<file path="src/rtl/core/tgtl_pkg.sv">
// ----------------------------------------------------------------------------
// tgtl_pkg
// Shared types, codes and constants of the thruster gain trim learner.
// ----------------------------------------------------------------------------
package tgtl_pkg;

	localparam int MOTOR_COUNT_DEF = 8;

	localparam int MODE_W     = 2;
	localparam int MOTOR_W    = 4;
	localparam int DUTY_W     = 16;
	localparam int SPEED_W    = 16;
	localparam int INTERVAL_W = 16;
	localparam int GAIN_W     = 15;
	localparam int OUTCOME_W  = 4;
	localparam int CFG_IDX_W  = 2;
	localparam int CFG_DATA_W = 16;
	localparam int RPM_W      = 15;
	localparam int TAU_W      = 16;
	localparam int LIM_W      = 16;

	// divider: 33-bit dividend, 17-bit divisor, 17 quotient bits
	localparam int DVD_W  = 33;
	localparam int QUOT_W = 17;

	localparam logic [MODE_W-1:0] MODE_UPDATE = 2'd0;
	localparam logic [MODE_W-1:0] MODE_GAIN   = 2'd1;
	localparam logic [MODE_W-1:0] MODE_RAW    = 2'd2;
	localparam logic [MODE_W-1:0] MODE_CLEAR  = 2'd3;

	localparam logic [OUTCOME_W-1:0] OUT_LEARNED   = 4'd0;
	localparam logic [OUTCOME_W-1:0] OUT_OFF       = 4'd1;
	localparam logic [OUTCOME_W-1:0] OUT_NO_TELEM  = 4'd2;
	localparam logic [OUTCOME_W-1:0] OUT_LOW_DUTY  = 4'd3;
	localparam logic [OUTCOME_W-1:0] OUT_TRANSIENT = 4'd4;
	localparam logic [OUTCOME_W-1:0] OUT_LOW_PRED  = 4'd5;
	localparam logic [OUTCOME_W-1:0] OUT_REVERSAL  = 4'd6;
	localparam logic [OUTCOME_W-1:0] OUT_ANSWERED  = 4'd7;
	localparam logic [OUTCOME_W-1:0] OUT_BAD_INDEX = 4'd8;
	localparam logic [OUTCOME_W-1:0] OUT_CLEARED   = 4'd9;

	localparam logic [CFG_IDX_W-1:0] CFG_ENABLE  = 2'd0;
	localparam logic [CFG_IDX_W-1:0] CFG_FULL_RPM = 2'd1;
	localparam logic [CFG_IDX_W-1:0] CFG_TAU     = 2'd2;
	localparam logic [CFG_IDX_W-1:0] CFG_LIMIT   = 2'd3;

	localparam logic [GAIN_W-1:0] GAIN_ONE    = 15'd16384;
	localparam logic [RPM_W-1:0]  RPM_DEFAULT = 15'd3600;
	localparam logic [RPM_W-1:0]  RPM_MIN     = 15'd1;
	localparam logic [TAU_W-1:0]  TAU_DEFAULT = 16'd4000;
	localparam logic [TAU_W-1:0]  TAU_MIN     = 16'd200;
	localparam logic [LIM_W-1:0]  LIM_MAX     = 16'd58982;

	// thresholds scaled by twenty
	localparam int RATIO = 20;
	localparam logic [20:0] DUTY_MIN_X20 = 21'd98304;
	localparam logic [21:0] SLEW_MAX_X20 = 22'd32768;
	localparam logic [30:0] PRED_MIN     = 31'd32768;

	localparam logic [QUOT_W-1:0] TARGET_MIN = 17'd4096;
	localparam logic [QUOT_W-1:0] QUOT_SAT   = 17'd65536;

	typedef enum logic [3:0] {
		S_IDLE,
		S_EVAL,
		S_TGT_GO,
		S_TGT_WAIT,
		S_STEP_GO,
		S_STEP_WAIT,
		S_MUL,
		S_ADJ,
		S_OUT
	} state_t;

	typedef enum logic {
		DIV_TARGET,
		DIV_STEP
	} div_sel_t;

	typedef struct packed {
		logic     capture;
		logic     eval;
		logic     div_start;
		div_sel_t div_sel;
		logic     tgt_load;
		logic     step_load;
		logic     mul;
		logic     adj;
		logic     res_load;
	} cmd_t;

	typedef struct packed {
		logic learn;
		logic div_done;
	} status_t;

endpackage

</file>
<file path="src/rtl/core/tgtl_div.sv">
// ----------------------------------------------------------------------------
// tgtl_div
// Restoring divider, one quotient bit per cycle, quotient saturated at 1.0
// in Q1.16 (65536). A zero divisor also saturates.
// ----------------------------------------------------------------------------
module tgtl_div (
	input  logic                        clk,
	input  logic                        arst_n,
	input  logic                        start,
	input  logic [tgtl_pkg::DVD_W-1:0]  dividend,
	input  logic [tgtl_pkg::QUOT_W-1:0] divisor,
	output logic                        done,
	output logic [tgtl_pkg::QUOT_W-1:0] quot
);

	localparam int QW    = tgtl_pkg::QUOT_W;
	localparam int HI_W  = tgtl_pkg::DVD_W - QW;
	localparam int CNT_W = $clog2(QW + 1);

	logic             busy_q;
	logic             done_q;
	logic [CNT_W-1:0] cnt_q;
	logic             ovf_q;
	logic [QW-1:0]    rem_q;
	logic [QW-1:0]    low_q;
	logic [QW-1:0]    quo_q;
	logic [QW-1:0]    dvs_q;

	logic [QW:0] rem_sh;
	logic [QW:0] rem_sub;
	logic        take;

	assign rem_sh  = {rem_q, low_q[QW-1]};
	assign rem_sub = rem_sh - {1'b0, dvs_q};
	assign take    = rem_sh >= {1'b0, dvs_q};

	always_ff @(posedge clk or negedge arst_n) begin
		if (!arst_n) begin
			busy_q <= 1'b0;
			done_q <= 1'b0;
			cnt_q  <= '0;
		end else begin
			done_q <= 1'b0;
			if (start) begin
				busy_q <= 1'b1;
				cnt_q  <= CNT_W'(QW);
			end else if (busy_q) begin
				cnt_q <= cnt_q - 1'b1;
				if (cnt_q == CNT_W'(1)) begin
					busy_q <= 1'b0;
					done_q <= 1'b1;
				end
			end
		end
	end

	always_ff @(posedge clk) begin
		if (start) begin
			rem_q <= QW'(dividend[tgtl_pkg::DVD_W-1:QW]);
			low_q <= dividend[QW-1:0];
			dvs_q <= divisor;
			ovf_q <= QW'(dividend[tgtl_pkg::DVD_W-1:QW]) >= divisor;
			quo_q <= '0;
		end else if (busy_q) begin
			rem_q <= take ? rem_sub[QW-1:0] : rem_sh[QW-1:0];
			low_q <= {low_q[QW-2:0], 1'b0};
			quo_q <= {quo_q[QW-2:0], take};
		end
	end

	assign done = done_q;
	assign quot = (ovf_q || quo_q[QW-1]) ? tgtl_pkg::QUOT_SAT : quo_q;

	a_no_restart: assert property (@(posedge clk) disable iff (!arst_n)
		start |-> !busy_q)
		else $error("divider started while busy");

	a_done_after_busy: assert property (@(posedge clk) disable iff (!arst_n)
		done_q |-> $past(busy_q))
		else $error("divider done without a running division");

endmodule

</file>
<file path="src/rtl/core/tgtl_ctrl.sv">
// ----------------------------------------------------------------------------
// tgtl_ctrl
// Sequencer for one request at a time: evaluation, then for an update that
// learns two divisions on the shared divider, gain multiply and adjust;
// every request ends with hand-off to the result register.
// ----------------------------------------------------------------------------
module tgtl_ctrl (
	input  logic              clk,
	input  logic              arst_n,
	input  logic              item_valid,
	output logic              item_ready,
	output logic              result_valid,
	input  logic              result_ready,
	output tgtl_pkg::cmd_t    cmd,
	input  tgtl_pkg::status_t status
);

	tgtl_pkg::state_t state_q;
	tgtl_pkg::state_t state_d;
	logic             result_valid_q;

	always_ff @(posedge clk or negedge arst_n) begin
		if (!arst_n) begin
			state_q        <= tgtl_pkg::S_IDLE;
			result_valid_q <= 1'b0;
		end else begin
			state_q <= state_d;
			if (cmd.res_load) begin
				result_valid_q <= 1'b1;
			end else if (result_ready) begin
				result_valid_q <= 1'b0;
			end
		end
	end

	always_comb begin
		state_d      = state_q;
		cmd          = '0;
		cmd.div_sel  = tgtl_pkg::DIV_TARGET;
		item_ready   = 1'b0;
		case (state_q)
			tgtl_pkg::S_IDLE: begin
				item_ready = 1'b1;
				if (item_valid) begin
					cmd.capture = 1'b1;
					state_d     = tgtl_pkg::S_EVAL;
				end
			end
			tgtl_pkg::S_EVAL: begin
				cmd.eval = 1'b1;
				state_d  = status.learn ? tgtl_pkg::S_TGT_GO : tgtl_pkg::S_OUT;
			end
			tgtl_pkg::S_TGT_GO: begin
				cmd.div_start = 1'b1;
				cmd.div_sel   = tgtl_pkg::DIV_TARGET;
				state_d       = tgtl_pkg::S_TGT_WAIT;
			end
			tgtl_pkg::S_TGT_WAIT: begin
				if (status.div_done) begin
					cmd.tgt_load = 1'b1;
					state_d      = tgtl_pkg::S_STEP_GO;
				end
			end
			tgtl_pkg::S_STEP_GO: begin
				cmd.div_start = 1'b1;
				cmd.div_sel   = tgtl_pkg::DIV_STEP;
				state_d       = tgtl_pkg::S_STEP_WAIT;
			end
			tgtl_pkg::S_STEP_WAIT: begin
				if (status.div_done) begin
					cmd.step_load = 1'b1;
					state_d       = tgtl_pkg::S_MUL;
				end
			end
			tgtl_pkg::S_MUL: begin
				cmd.mul = 1'b1;
				state_d = tgtl_pkg::S_ADJ;
			end
			tgtl_pkg::S_ADJ: begin
				cmd.adj = 1'b1;
				state_d = tgtl_pkg::S_OUT;
			end
			tgtl_pkg::S_OUT: begin
				if (!result_valid_q || result_ready) begin
					cmd.res_load = 1'b1;
					state_d      = tgtl_pkg::S_IDLE;
				end
			end
			default: begin
				state_d = tgtl_pkg::S_IDLE;
			end
		endcase
	end

	assign result_valid = result_valid_q;

	a_accept_to_eval: assert property (@(posedge clk) disable iff (!arst_n)
		(item_valid && item_ready) |=> state_q == tgtl_pkg::S_EVAL)
		else $error("accepted request not evaluated");

	a_done_in_wait: assert property (@(posedge clk) disable iff (!arst_n)
		status.div_done |->
			(state_q == tgtl_pkg::S_TGT_WAIT || state_q == tgtl_pkg::S_STEP_WAIT))
		else $error("division finished outside a wait state");

	a_result_from_out: assert property (@(posedge clk) disable iff (!arst_n)
		$rose(result_valid_q) |-> $past(state_q) == tgtl_pkg::S_OUT)
		else $error("result raised outside the output state");

endmodule

</file>
<file path="src/rtl/core/tgtl_dp.sv">
// ----------------------------------------------------------------------------
// tgtl_dp
// Datapath: configuration registers, request capture, gain and duty tables,
// acceptance checks, target and step divisions, gain update and result
// register.
// ----------------------------------------------------------------------------
module tgtl_dp #(
	parameter int MOTOR_COUNT = tgtl_pkg::MOTOR_COUNT_DEF
) (
	input  logic                            clk,
	input  logic                            arst_n,
	input  logic                            cfg_we,
	input  logic [tgtl_pkg::CFG_IDX_W-1:0]  cfg_index,
	input  logic [tgtl_pkg::CFG_DATA_W-1:0] cfg_data,
	input  logic [tgtl_pkg::MODE_W-1:0]     mode,
	input  logic [tgtl_pkg::MOTOR_W-1:0]    motor,
	input  logic signed [tgtl_pkg::DUTY_W-1:0]  duty,
	input  logic signed [tgtl_pkg::SPEED_W-1:0] speed_rpm,
	input  logic                            telemetry_present,
	input  logic [tgtl_pkg::INTERVAL_W-1:0] interval_ms,
	input  logic                            learn_allowed,
	input  logic                            forward_band,
	input  tgtl_pkg::cmd_t                  cmd,
	output tgtl_pkg::status_t               status,
	output logic [tgtl_pkg::GAIN_W-1:0]     gain_value,
	output logic [tgtl_pkg::OUTCOME_W-1:0]  outcome,
	output logic                            band_used
);

	localparam int MIDX_W = (MOTOR_COUNT > 1) ? $clog2(MOTOR_COUNT) : 1;
	localparam int GW     = tgtl_pkg::GAIN_W;
	localparam int QW     = tgtl_pkg::QUOT_W;
	localparam int DW     = tgtl_pkg::DUTY_W;

	// configuration
	logic                       enable_q;
	logic [tgtl_pkg::RPM_W-1:0] full_rpm_q;
	logic [tgtl_pkg::TAU_W-1:0] tau_cfg_q;
	logic [tgtl_pkg::LIM_W-1:0] limit_q;

	// captured request
	logic [tgtl_pkg::MODE_W-1:0]     mode_q;
	logic [tgtl_pkg::MOTOR_W-1:0]    motor_q;
	logic [DW-1:0]                   duty_q;
	logic [tgtl_pkg::SPEED_W-1:0]    speed_q;
	logic                            present_q;
	logic [tgtl_pkg::INTERVAL_W-1:0] interval_q;
	logic                            allowed_q;
	logic                            fwd_q;

	// tables
	logic [GW-1:0] gain_q  [MOTOR_COUNT][2];
	logic [DW-1:0] pduty_q [MOTOR_COUNT];

	// working registers
	logic [GW-1:0]                  gain_res_q;
	logic [tgtl_pkg::OUTCOME_W-1:0] outcome_res_q;
	logic                           band_q;
	logic [30:0]                    num_q;
	logic [15:0]                    aspd_q;
	logic [QW-1:0]                  target_q;
	logic [QW-1:0]                  step_q;
	logic signed [35:0]             prod_q;

	// result register
	logic [GW-1:0]                  gain_out_q;
	logic [tgtl_pkg::OUTCOME_W-1:0] outcome_out_q;
	logic                           band_out_q;

	logic [MIDX_W-1:0] midx;
	logic              idx_ok;
	logic              band_e;
	logic [GW-1:0]     g_rd;
	logic [DW-1:0]     prev_rd;
	logic [15:0]       adur;
	logic [15:0]       aspd;
	logic signed [16:0] dslew;
	logic [16:0]       slew;
	logic [tgtl_pkg::RPM_W-1:0] rpm_full;
	logic [tgtl_pkg::TAU_W-1:0] tau;
	logic [30:0]       num;
	logic              is_reversal;

	logic [GW-1:0]                  eval_gain;
	logic [tgtl_pkg::OUTCOME_W-1:0] eval_outcome;
	logic                           eval_band;
	logic                           learn;
	logic                           pduty_wr;

	logic [tgtl_pkg::DVD_W-1:0] div_dvd;
	logic [QW-1:0]              div_dvs;
	logic                       div_done;
	logic [QW-1:0]              div_quot;

	logic [tgtl_pkg::LIM_W-1:0] lim16;
	logic [GW-1:0]              lim14;
	logic [GW-1:0]              g_lo;
	logic [GW-1:0]              g_hi;
	logic signed [17:0]         diff;
	logic signed [35:0]         prod_d;
	logic [35:0]                mag;
	logic [35:0]                mag_rnd;
	logic signed [21:0]         g_ext;
	logic signed [21:0]         adj;
	logic signed [21:0]         g_sum;
	logic [GW-1:0]              gain_new;

	// configuration port
	always_ff @(posedge clk or negedge arst_n) begin
		if (!arst_n) begin
			enable_q   <= 1'b0;
			full_rpm_q <= tgtl_pkg::RPM_DEFAULT;
			tau_cfg_q  <= tgtl_pkg::TAU_DEFAULT;
			limit_q    <= '0;
		end else if (cfg_we) begin
			case (cfg_index)
				tgtl_pkg::CFG_ENABLE:   enable_q   <= cfg_data[0];
				tgtl_pkg::CFG_FULL_RPM: full_rpm_q <= cfg_data[tgtl_pkg::RPM_W-1:0];
				tgtl_pkg::CFG_TAU:      tau_cfg_q  <= cfg_data[tgtl_pkg::TAU_W-1:0];
				tgtl_pkg::CFG_LIMIT:    limit_q    <= cfg_data[tgtl_pkg::LIM_W-1:0];
				default: begin
				end
			endcase
		end
	end

	// request capture
	always_ff @(posedge clk) begin
		if (cmd.capture) begin
			mode_q     <= mode;
			motor_q    <= motor;
			duty_q     <= duty;
			speed_q    <= speed_rpm;
			present_q  <= telemetry_present;
			interval_q <= interval_ms;
			allowed_q  <= learn_allowed;
			fwd_q      <= forward_band;
		end
	end

	// evaluation
	assign midx     = motor_q[MIDX_W-1:0];
	assign idx_ok   = {1'b0, motor_q} < (tgtl_pkg::MOTOR_W + 1)'(MOTOR_COUNT);
	assign band_e   = (mode_q == tgtl_pkg::MODE_RAW) ? !fwd_q : duty_q[DW-1];
	assign g_rd     = gain_q[midx][band_e];
	assign prev_rd  = pduty_q[midx];
	assign adur     = duty_q[DW-1] ? (~duty_q + 16'd1) : duty_q;
	assign aspd     = speed_q[15] ? (~speed_q + 16'd1) : speed_q;
	assign dslew    = $signed({duty_q[DW-1], duty_q}) - $signed({prev_rd[DW-1], prev_rd});
	assign slew     = dslew[16] ? 17'(-dslew) : 17'(dslew);
	assign rpm_full = (full_rpm_q > tgtl_pkg::RPM_MIN) ? full_rpm_q : tgtl_pkg::RPM_DEFAULT;
	assign tau      = (tau_cfg_q > tgtl_pkg::TAU_MIN) ? tau_cfg_q : tgtl_pkg::TAU_DEFAULT;
	assign num      = 31'(rpm_full) * 31'(adur);
	assign is_reversal = (duty_q[DW-1] != speed_q[15]) &&
		(21'(aspd) * 21'(tgtl_pkg::RATIO) > 21'(rpm_full));

	always_comb begin
		eval_gain    = tgtl_pkg::GAIN_ONE;
		eval_outcome = tgtl_pkg::OUT_ANSWERED;
		eval_band    = band_e;
		learn        = 1'b0;
		pduty_wr     = 1'b0;
		if (mode_q == tgtl_pkg::MODE_CLEAR) begin
			eval_outcome = tgtl_pkg::OUT_CLEARED;
			eval_band    = 1'b0;
		end else if (!idx_ok) begin
			eval_outcome = tgtl_pkg::OUT_BAD_INDEX;
		end else begin
			case (mode_q)
				tgtl_pkg::MODE_RAW: begin
					eval_gain = g_rd;
				end
				tgtl_pkg::MODE_GAIN: begin
					if (enable_q) begin
						eval_gain = g_rd;
					end else begin
						eval_outcome = tgtl_pkg::OUT_OFF;
					end
				end
				default: begin
					pduty_wr  = 1'b1;
					eval_gain = g_rd;
					if (!enable_q || !allowed_q || interval_q == '0) begin
						eval_outcome = tgtl_pkg::OUT_OFF;
					end else if (!present_q) begin
						eval_outcome = tgtl_pkg::OUT_NO_TELEM;
					end else if (21'(adur) * 21'(tgtl_pkg::RATIO) < tgtl_pkg::DUTY_MIN_X20) begin
						eval_outcome = tgtl_pkg::OUT_LOW_DUTY;
					end else if (22'(slew) * 22'(tgtl_pkg::RATIO) > tgtl_pkg::SLEW_MAX_X20) begin
						eval_outcome = tgtl_pkg::OUT_TRANSIENT;
					end else if (num < tgtl_pkg::PRED_MIN) begin
						eval_outcome = tgtl_pkg::OUT_LOW_PRED;
					end else if (is_reversal) begin
						eval_outcome = tgtl_pkg::OUT_REVERSAL;
					end else begin
						eval_outcome = tgtl_pkg::OUT_LEARNED;
						learn        = 1'b1;
					end
				end
			endcase
		end
	end

	// gain and previous duty tables
	always_ff @(posedge clk or negedge arst_n) begin
		if (!arst_n) begin
			for (int i = 0; i < MOTOR_COUNT; i++) begin
				gain_q[i][0] <= tgtl_pkg::GAIN_ONE;
				gain_q[i][1] <= tgtl_pkg::GAIN_ONE;
				pduty_q[i]   <= '0;
			end
		end else if (cmd.eval && mode_q == tgtl_pkg::MODE_CLEAR) begin
			for (int i = 0; i < MOTOR_COUNT; i++) begin
				gain_q[i][0] <= tgtl_pkg::GAIN_ONE;
				gain_q[i][1] <= tgtl_pkg::GAIN_ONE;
				pduty_q[i]   <= '0;
			end
		end else begin
			if (cmd.eval && pduty_wr) begin
				pduty_q[midx] <= duty_q;
			end
			if (cmd.adj) begin
				gain_q[midx][band_q] <= gain_new;
			end
		end
	end

	// shared divider: target ratio, then learning step
	always_comb begin
		case (cmd.div_sel)
			tgtl_pkg::DIV_STEP: begin
				div_dvd = {1'b0, interval_q, 16'd0} + tgtl_pkg::DVD_W'(tau >> 1);
				div_dvs = QW'(tau);
			end
			default: begin
				div_dvd = tgtl_pkg::DVD_W'(num_q) + tgtl_pkg::DVD_W'(aspd_q);
				div_dvs = {aspd_q, 1'b0};
			end
		endcase
	end

	tgtl_div u_div (
		.clk      (clk),
		.arst_n   (arst_n),
		.start    (cmd.div_start),
		.dividend (div_dvd),
		.divisor  (div_dvs),
		.done     (div_done),
		.quot     (div_quot)
	);

	// gain update
	assign lim16  = (limit_q > tgtl_pkg::LIM_MAX) ? tgtl_pkg::LIM_MAX : limit_q;
	assign lim14  = GW'(({1'b0, lim16} + 17'd2) >> 2);
	assign g_lo   = tgtl_pkg::GAIN_ONE - lim14;
	assign g_hi   = tgtl_pkg::GAIN_ONE + lim14;
	assign diff   = $signed({1'b0, target_q}) - $signed({3'b000, gain_res_q});
	assign prod_d = diff * $signed({1'b0, step_q});

	assign mag     = prod_q[35] ? 36'(-prod_q) : 36'(prod_q);
	assign mag_rnd = mag + 36'd32768;
	assign g_ext   = $signed({7'd0, gain_res_q});
	assign adj     = $signed({2'b00, mag_rnd[35:16]});
	assign g_sum   = prod_q[35] ? (g_ext - adj) : (g_ext + adj);

	always_comb begin
		if (g_sum < $signed({7'd0, g_lo})) begin
			gain_new = g_lo;
		end else if (g_sum > $signed({7'd0, g_hi})) begin
			gain_new = g_hi;
		end else begin
			gain_new = g_sum[GW-1:0];
		end
	end

	always_ff @(posedge clk) begin
		if (cmd.eval) begin
			gain_res_q    <= eval_gain;
			outcome_res_q <= eval_outcome;
			band_q        <= eval_band;
			num_q         <= num;
			aspd_q        <= aspd;
		end else if (cmd.adj) begin
			gain_res_q <= gain_new;
		end
		if (cmd.tgt_load) begin
			target_q <= (div_quot < tgtl_pkg::TARGET_MIN) ? tgtl_pkg::TARGET_MIN : div_quot;
		end
		if (cmd.step_load) begin
			step_q <= div_quot;
		end
		if (cmd.mul) begin
			prod_q <= prod_d;
		end
		if (cmd.res_load) begin
			gain_out_q    <= gain_res_q;
			outcome_out_q <= outcome_res_q;
			band_out_q    <= band_q;
		end
	end

	assign status.learn    = learn;
	assign status.div_done = div_done;

	assign gain_value = gain_out_q;
	assign outcome    = outcome_out_q;
	assign band_used  = band_out_q;

	a_gain_in_band: assert property (@(posedge clk) disable iff (!arst_n)
		cmd.adj |-> (gain_new >= g_lo && gain_new <= g_hi))
		else $error("updated gain outside trim limits");

endmodule

</file>
<file path="src/rtl/core/thruster_gain_trim_learner.sv">
// ----------------------------------------------------------------------------
// thruster_gain_trim_learner
// Adaptive per-thruster gain trim with forward and reverse gains per motor.
// ----------------------------------------------------------------------------
// One request is handled at a time and gives one result. Queries, clears,
// bad indices and rejected update samples go from evaluation straight to
// the result register; an update that learns first runs two 17-step
// restoring divisions (target ratio, then learning step) one after the
// other on a single shared divider, followed by a multiply and an adjust
// step. The result sits in an output register, so the next request is
// taken as soon as the current one has been handed to that register.
// Configuration writes take effect at once and belong in idle periods.
// ----------------------------------------------------------------------------
module thruster_gain_trim_learner #(
	parameter int MOTOR_COUNT = tgtl_pkg::MOTOR_COUNT_DEF
) (
	input  logic                                clk,
	input  logic                                arst_n,
	input  logic                                cfg_we,
	input  logic [tgtl_pkg::CFG_IDX_W-1:0]      cfg_index,
	input  logic [tgtl_pkg::CFG_DATA_W-1:0]     cfg_data,
	input  logic                                item_valid,
	output logic                                item_ready,
	input  logic [tgtl_pkg::MODE_W-1:0]         mode,
	input  logic [tgtl_pkg::MOTOR_W-1:0]        motor,
	input  logic signed [tgtl_pkg::DUTY_W-1:0]  duty,
	input  logic signed [tgtl_pkg::SPEED_W-1:0] speed_rpm,
	input  logic                                telemetry_present,
	input  logic [tgtl_pkg::INTERVAL_W-1:0]     interval_ms,
	input  logic                                learn_allowed,
	input  logic                                forward_band,
	output logic                                result_valid,
	input  logic                                result_ready,
	output logic [tgtl_pkg::GAIN_W-1:0]         gain_value,
	output logic [tgtl_pkg::OUTCOME_W-1:0]      outcome,
	output logic                                band_used
);

	tgtl_pkg::cmd_t    cmd;
	tgtl_pkg::status_t status;

	tgtl_ctrl u_ctrl (
		.clk          (clk),
		.arst_n       (arst_n),
		.item_valid   (item_valid),
		.item_ready   (item_ready),
		.result_valid (result_valid),
		.result_ready (result_ready),
		.cmd          (cmd),
		.status       (status)
	);

	tgtl_dp #(
		.MOTOR_COUNT (MOTOR_COUNT)
	) u_dp (
		.clk               (clk),
		.arst_n            (arst_n),
		.cfg_we            (cfg_we),
		.cfg_index         (cfg_index),
		.cfg_data          (cfg_data),
		.mode              (mode),
		.motor             (motor),
		.duty              (duty),
		.speed_rpm         (speed_rpm),
		.telemetry_present (telemetry_present),
		.interval_ms       (interval_ms),
		.learn_allowed     (learn_allowed),
		.forward_band      (forward_band),
		.cmd               (cmd),
		.status            (status),
		.gain_value        (gain_value),
		.outcome           (outcome),
		.band_used         (band_used)
	);

endmodule

</file>
<file path="config.mk">
export PLATFORM = sky130hd
export DESIGN_NAME = thruster_gain_trim_learner
export DESIGN_NICKNAME = d
export VERILOG_FILES = /design/src/rtl/core/tgtl_pkg.sv /design/src/rtl/core/tgtl_div.sv /design/src/rtl/core/tgtl_ctrl.sv /design/src/rtl/core/tgtl_dp.sv /design/src/rtl/core/thruster_gain_trim_learner.sv
export SDC_FILE = /design/constraint.sdc
export NUM_CORES = 2
export LEC_CHECK = 0
export BUFFER_PORTS_ARGS = -buffer_cell sky130_fd_sc_hd__buf_4
export CAP_MARGIN = 20
export CORE_UTILIZATION = 25
export CTS_CLUSTER_DIAMETER = 30
export DETAILED_ROUTE_END_ITERATION = 16
export HOLD_SLACK_MARGIN = 0.12
export PLACE_DENSITY_LB_ADDON = 0.25
export SYNTH_ARGS = -nofsm -noshare
export SYNTH_HDL_FRONTEND = slang
export SYNTH_SLANG_ARGS = --single-unit
</file>
<file path="constraint.sdc">
create_clock -name clk -period 10.5 [get_ports clk]
set_input_delay 1.575 -clock clk [delete_from_list [all_inputs] [get_ports clk]]
set_output_delay 1.575 -clock clk [all_outputs]
set_load 0.02 [all_outputs]
</file>
# Word level (Yosys, flattened, before mapping)
# Index checks and enable logic that the tools add are counted.
# W data, S select, Z words.
# totals
reg_bits,711
latch_bits,0
ramBits,0
mem_bits_ro,0
in_bits,80
output_inout_bits,22
wordCells,247
n_memories,0
# op_classes
add_sub_neg,16
multipliers,5
div_mod_pow,0
order_cmp,18
n_eq_ne,20
shifts,0
muxes,95
bitwise_logic,6
reduce_logical,28
# ops
cell,n
$mux W240,2
$mux W128,2
$bwmux W240,1
$mux W15,13
$mux W16,9
$bwmux W128,1
$mux W17,6
$bmux W30 S3,1
$demux W30 S3,1
$mux W30,3
$bmux W16 S3,1
$demux W16 S3,1
$mux W4,10
$mul A16 B3 Y19 const B,2
$add A36 B16 Y36 const B,1
$mul A18 B18 Y36,1
$mux W36,1
$neg A36 Y36,1
$pmux W4 S9,1
$add A32 B15 Y33,1
$mux W1,33
$mux W33,1
$add A16 B1 Y16 const B,2
$add A31 B16 Y32,1
59 further kinds,92

# Logic depth before layout (Yosys ltp)
# logic_depth
ltp_word,18
mapped_depth,41
mapped_depth_nobuf,40

# Modules after synthesis
# A second synthesis with hierarchy kept.
# unflattened
hier_cells,6519
hier_area_um2,61490.2
# modules_own_cells
mod,instances,cells_per_inst,area_each_um2,seq_area_each_um2
tgtl_dp,1,6020,56426.6,16868.7
tgtl_div,1,456,4698.3,2067.0
tgtl_ctrl,1,43,365.4,125.1

# Worst setup path before layout
# No wires, ideal clock.
# synth_path
kind,reg-to-reg
startpoint,reg u_dp.gain_res_q[1]
endpoint,reg u_dp.prod_q[35] (data pin)
setup_time_ns,0.260
arrival_time_ns,8.993
required_time_ns,10.240
path_slack_ns,1.247
path_stages_with_launch,38
n_path_buf,1
period_less_slack_ns,9.253
cell_sequence,edfxtp_1 inv_1 ha_1 nor2b_1 o21ai_0 a21boi_0 o21ai_0 a21boi_0 o21ai_0 a21boi_0 o21ai_0 a2111oi_0 or2_2 nor3_1 clkbuf_1 nand2_1 fa_1 inv_1 [... 2 more ...] fa_1 fa_1 fa_1 inv_1 fa_1 ha_1 a21o_1 a21o_1 a21oi_1 and2_1 a31oi_1 a41oi_1 o211ai_1 a21o_1 a21o_1 a311o_1 a21oi_1 xnor2_1
# synth_between
elab_chain_len,2
# synth_lines
item,line_no,rtl
"start, declared",tgtl_dp.sv:56,logic [GW-1:0] gain_res_q;
"start signal, assigned",tgtl_dp.sv:278,gain_res_q <= eval_gain;
"start signal, assigned",tgtl_dp.sv:284,gain_res_q <= gain_new;
$sub A17 B15 Y18,tgtl_dp.sv:257,"assign diff = $signed({1'b0, target_q}) - $signed({3'b000, gain_res_q});"
$mul A18 B18 Y36,tgtl_dp.sv:258,"assign prod_d = diff * $signed({1'b0, step_q});"
net u_dp.prod_d[35],tgtl_dp.sv:100,logic signed [35:0] prod_d;
"end signal, assigned",tgtl_dp.sv:293,prod_q <= prod_d;
"end, declared",tgtl_dp.sv:63,logic signed [35:0] prod_q;
# The timed path passes the listed nets, and every way through them passes these cells.
# A chain may end at the register's enable or synchronous reset.

# Final worst setup path
# Same ends and word-level chain as after synthesis.

==> run_results.csv <==
group,metric,value,unit
place,gp_congestion,0.853,
detailed_routing,totalWireLength,191,mm
critical_path,required,11.05,ns
floorplan,die_h,488,um
cells_and_area,final_util,30.3,%
min_path,hold_path_startpoint,"u_dp.u_div.rem_q[16]",
critical_path,ff2ff_path_depth,37,
clock_tree,cts.sinks,711,
place,place.detailed.hpwl,139,mm
global_route,grt_pass1_wl,294,mm
timing,slew_headroom,25.3,%
power_and_ir_drop,switchingPower,12.2,mW
logic_synthesis,yosys.area.top_type,"dfrtp_1",
min_path,hold_path_depth,2,
floorplan,fp.coreArea,235000,sq um
detailed_routing,via_per_inst,4.76,
power_and_ir_drop,ir_drop,0.918,mV
power_and_ir_drop,leakage,31.0,nW
critical_path,cp.arrival,10.37,ns
global_route,antenna_found_initial,5,
critical_path,r2r_start,"u_dp.gain_res_q[1]",
timing,fin_crit_sh,93.6,%
cells_and_area,drive_gt1_share,11.4,%
critical_path,crit_type,"reg -> reg",
global_route,groute.usage.overall,16.1,%
cells_and_area,syn_to_final_growth,20.6,%
cells_and_area,fin_area,71300,sq um
cells_and_area,layout.nets,7420,
detailed_routing,wl_met2,89.1,mm
timing,finalHoldViolations,0,
power_and_ir_drop,combinationalPowerShare,59.3,%
timing,setup_ws,0.677,ns
clock_tree,clkLatencyLatePin,0.80,ns
timing,skew,0.0508,ns
detailed_routing,drtIter0Drc,2983,
detailed_routing,drc,0,
clock_tree,clockRootBuffer,"clkbuf_16",
power_and_ir_drop,clkPwrFrac,24.3,%
min_path,min_path_type,"reg -> reg",
detailed_routing,firstDrtPassIters,5,
logic_synthesis,yosysSeqAreaShare,32.3,%
critical_path,endpoint_kind,"flip-flop",
detailed_routing,wl_met3,9.85,mm
power_and_ir_drop,power-per-cell-area,387,nW/um^2
timing,rsz0062_at_grt,"false",
critical_path,crit_cells,37,
global_route,grt_max_degree,170,
logic_synthesis,yosysTopAreaCellShare,17.0,%
logic_synthesis,synth_warnings,0,
critical_path,cp_top_family,"compound AO/OA/AOI/OAI gates",
timing,setup_viol,0,
detailed_routing,avgRoutedWirePerCell,19.6,um
critical_path,crit_start,"u_dp.gain_res_q[1]",
floorplan,row_count,178,
floorplan,io_pins,102,
clock_tree,cts_buffers,200,
detailed_routing,antenna_left,0,
run,maxCapViolCount,0,
clock_tree,cts_setup_buffers,0,
logic_synthesis,synthTopCellsByArea,"dfrtp_1, fa_1, edfxtp_1",
global_route,grt_pass1_vias,47700,
logic_synthesis,synth_edf_count,265,
floorplan,die_w,488,um
place,place_area,63700,sq um
logic_synthesis,synth_flop_cell,"dfrtp_1",
clock_tree,path_clk_slew,0.05,ns
timing,slew_viol_final,0,
timing,tns,0,ns
outcome,run_status,"completed",
critical_path,crit_top_cell,"fa_1",
cells_and_area,fillers,24600,
place,place_ws,0.370,ns
power_and_ir_drop,total_power,27.5,mW
timing,fmax,0.102,GHz
detailed_routing,highest_layer,"met4",
timing,period_needed,9.82,ns
clock_tree,clock_path_buffers,3,
logic_synthesis,yosys_register_bits,711,
logic_synthesis,synth_most_common_cell,"inv_1",
place,port_buffers,101,
detailed_routing,wl_met1,86.0,mm
power_and_ir_drop,internal_power,15.3,mW
clock_tree,cts_max_level,4,
critical_path,max_stage_delay,0.58,ns
power_and_ir_drop,sequentialPowerShare,16.5,%
global_route,overflow,0,
logic_synthesis,synthCells,6295,
clock_tree,cts_tree,"yes",
critical_path,cp-start-kind,"flip-flop",
power_and_ir_drop,power_switching_share,44.4,%
logic_synthesis,netlist_area,59100,sq um
detailed_routing,routed-via-count,46300,
logic_synthesis,netlist_top_cells_count,"inv_1, nand2_1, fa_1",
logic_synthesis,ys_types,97,
critical_path,slowest_stage,"fa_1",
timing,worst_pin_slew,1.12,ns
logic_synthesis,avgSynthCellArea,9.38,sq um
logic_synthesis,async_reset_ff_share,60.2,%
floorplan,die_area,238000,sq um
floorplan,start_util,25.1,%
logic_synthesis,synth_fp_nets,7307,
critical_path,path_max_fanout,17,
critical_path,crit_buf_inv,5,
==> sequential cells by signal (all words and copies together) (netlist names), 5 cells and up <==
| name | cells |
|---|---|
| u_dp.gain_q | 240 |
| u_dp.duty_q | 16 |
| u_dp.pduty_q | 128 |
| u_dp.num_q | 31 |
| u_dp.interval_q | 16 |
| u_dp.prod_q | 36 |
| u_dp.target_q | 17 |
| u_dp.u_div.quo_q | 17 |
| u_dp.u_div.rem_q | 17 |
| u_dp.aspd_q | 16 |
| u_dp.u_div.cnt_q | 5 |
| u_dp.gain_value | 15 |
| u_dp.full_rpm_q | 15 |
| u_dp.speed_q | 16 |
| u_dp.u_div.dvs_q | 17 |
| u_dp.gain_res_q | 15 |
| u_dp.tau_cfg_q | 16 |
| u_dp.u_div.low_q | 17 |
| u_dp.limit_q | 16 |
| u_dp.step_q | 17 |
==> final timing paths <==
kind	endpoint	slack [ns]
setup / recovery	u_dp.prod_q[35]	0.68
max in group asynchronous	u_dp.gain_q[35]	7.25
hold / removal	u_dp.u_div.rem_q[16]	0.48
setup reg to reg	u_dp.prod_q[35]	0.68
min in group asynchronous	u_dp.pduty_q[86]	0.84
hold reg to reg	u_dp.u_div.rem_q[16]	0.48
==> worst min-delay path, cell delays in order (launching register included) <==
cell and delay (ns):
dfxtp_1 0.30, inv_1 0.05, o22ai_1 0.07
==> cells in the final DEF, fill, tap and decap left out, types with 39 or more instances in the layout <==
| cell type | instances |
|---|---|
| a21o_1 | 58 |
| a21oi_1 | 346 |
| a221oi_1 | 39 |
| a22o_1 | 39 |
| a22oi_1 | 90 |
| and2_1 | 203 |
| and3_1 | 42 |
| buf_4 | 238 |
| bufinv_16 | 43 |
| clkbuf_16 | 207 |
| dfrtp_1 | 402 |
| edfxtp_1 | 265 |
| fa_1 | 499 |
| ha_1 | 433 |
| inv_1 | 728 |
| mux2_2 | 69 |
| mux2i_1 | 39 |
| nand2_1 | 719 |
| nand2b_1 | 50 |
| nand3_1 | 299 |
| nor2_1 | 350 |
| nor2b_1 | 56 |
| nor3_1 | 57 |
| o21a_1 | 48 |
| o21ai_0 | 361 |
| o21ai_1 | 53 |
| xnor2_1 | 161 |
| xor2_1 | 72 |
==> power by group through the flow <==
stage / clock network [mW] / registers (mW) / logic, mW
4_1_cts: 6.79 / 4.54 / 16.5
3_5_place_dp: 0 / 4.58 / 16.4
2_1_floorplan: 0 / 4.37 / 11.8
5_1_grt: 6.95 / 4.60 / 18.5
6_report: 6.69 / 4.54 / 16.3
3_3_place_gp: 0 / 4.56 / 16.2
==> cells by family (layout without fill, tap and decap cells) <==
family | Yosys count | after routing | share of synthesized area, %
xor+xnor | 233 | 233 | 3.45
compound gates | 1277 | 1277 | 13.5
mux | 111 | 111 | 2.09
fa+ha+maj | 932 | 932 | 26.1
flops | 711 | 711 | 32.3
simple gates | 1960 | 1960 | 15.7
buf+inv | 1070 | 1360 | 6.85
other cells | 1 | 3 | 0.00635
==> timing repair <==
action / CTS / global route
gates resized for setup: 0 / 2
endpoints found under the setup margin: 0 / 3
hold buffers: 0 / 0
endpoints found under the hold margin: 0 / 0
==> per-layer routing <==
metal,vias to the layer above,global-route usage (%)
li1,21600,-
met1,23200,21.4
met2,1221,26.2
met3,275,2.66
met4,0,5.42
met5,-,0
==> through the flow <==
step | instances | hold slack (ns)
floorplan | 6295 | 0.400
global placement | 9354 | 0.459
detailed placement | 9355 | 0.471
CTS | 9734 | 0.478
global route | 9736 | 0.506
finish | 9737 | 0.477
==> cell type report <==
class	count	area, sq um	area share (%)
diodes	2	5.00	0.00702
clock inverters	119	1910	2.67
clock buffers	260	5610	7.87
repair buffers	242	1870	2.62
well taps	3150	3940	5.53
inverters	739	2770	3.89
flip-flops and latches	711	19100	26.7
multi-input cells	4514	36100	50.7
(Power assumes the default switching activity.)
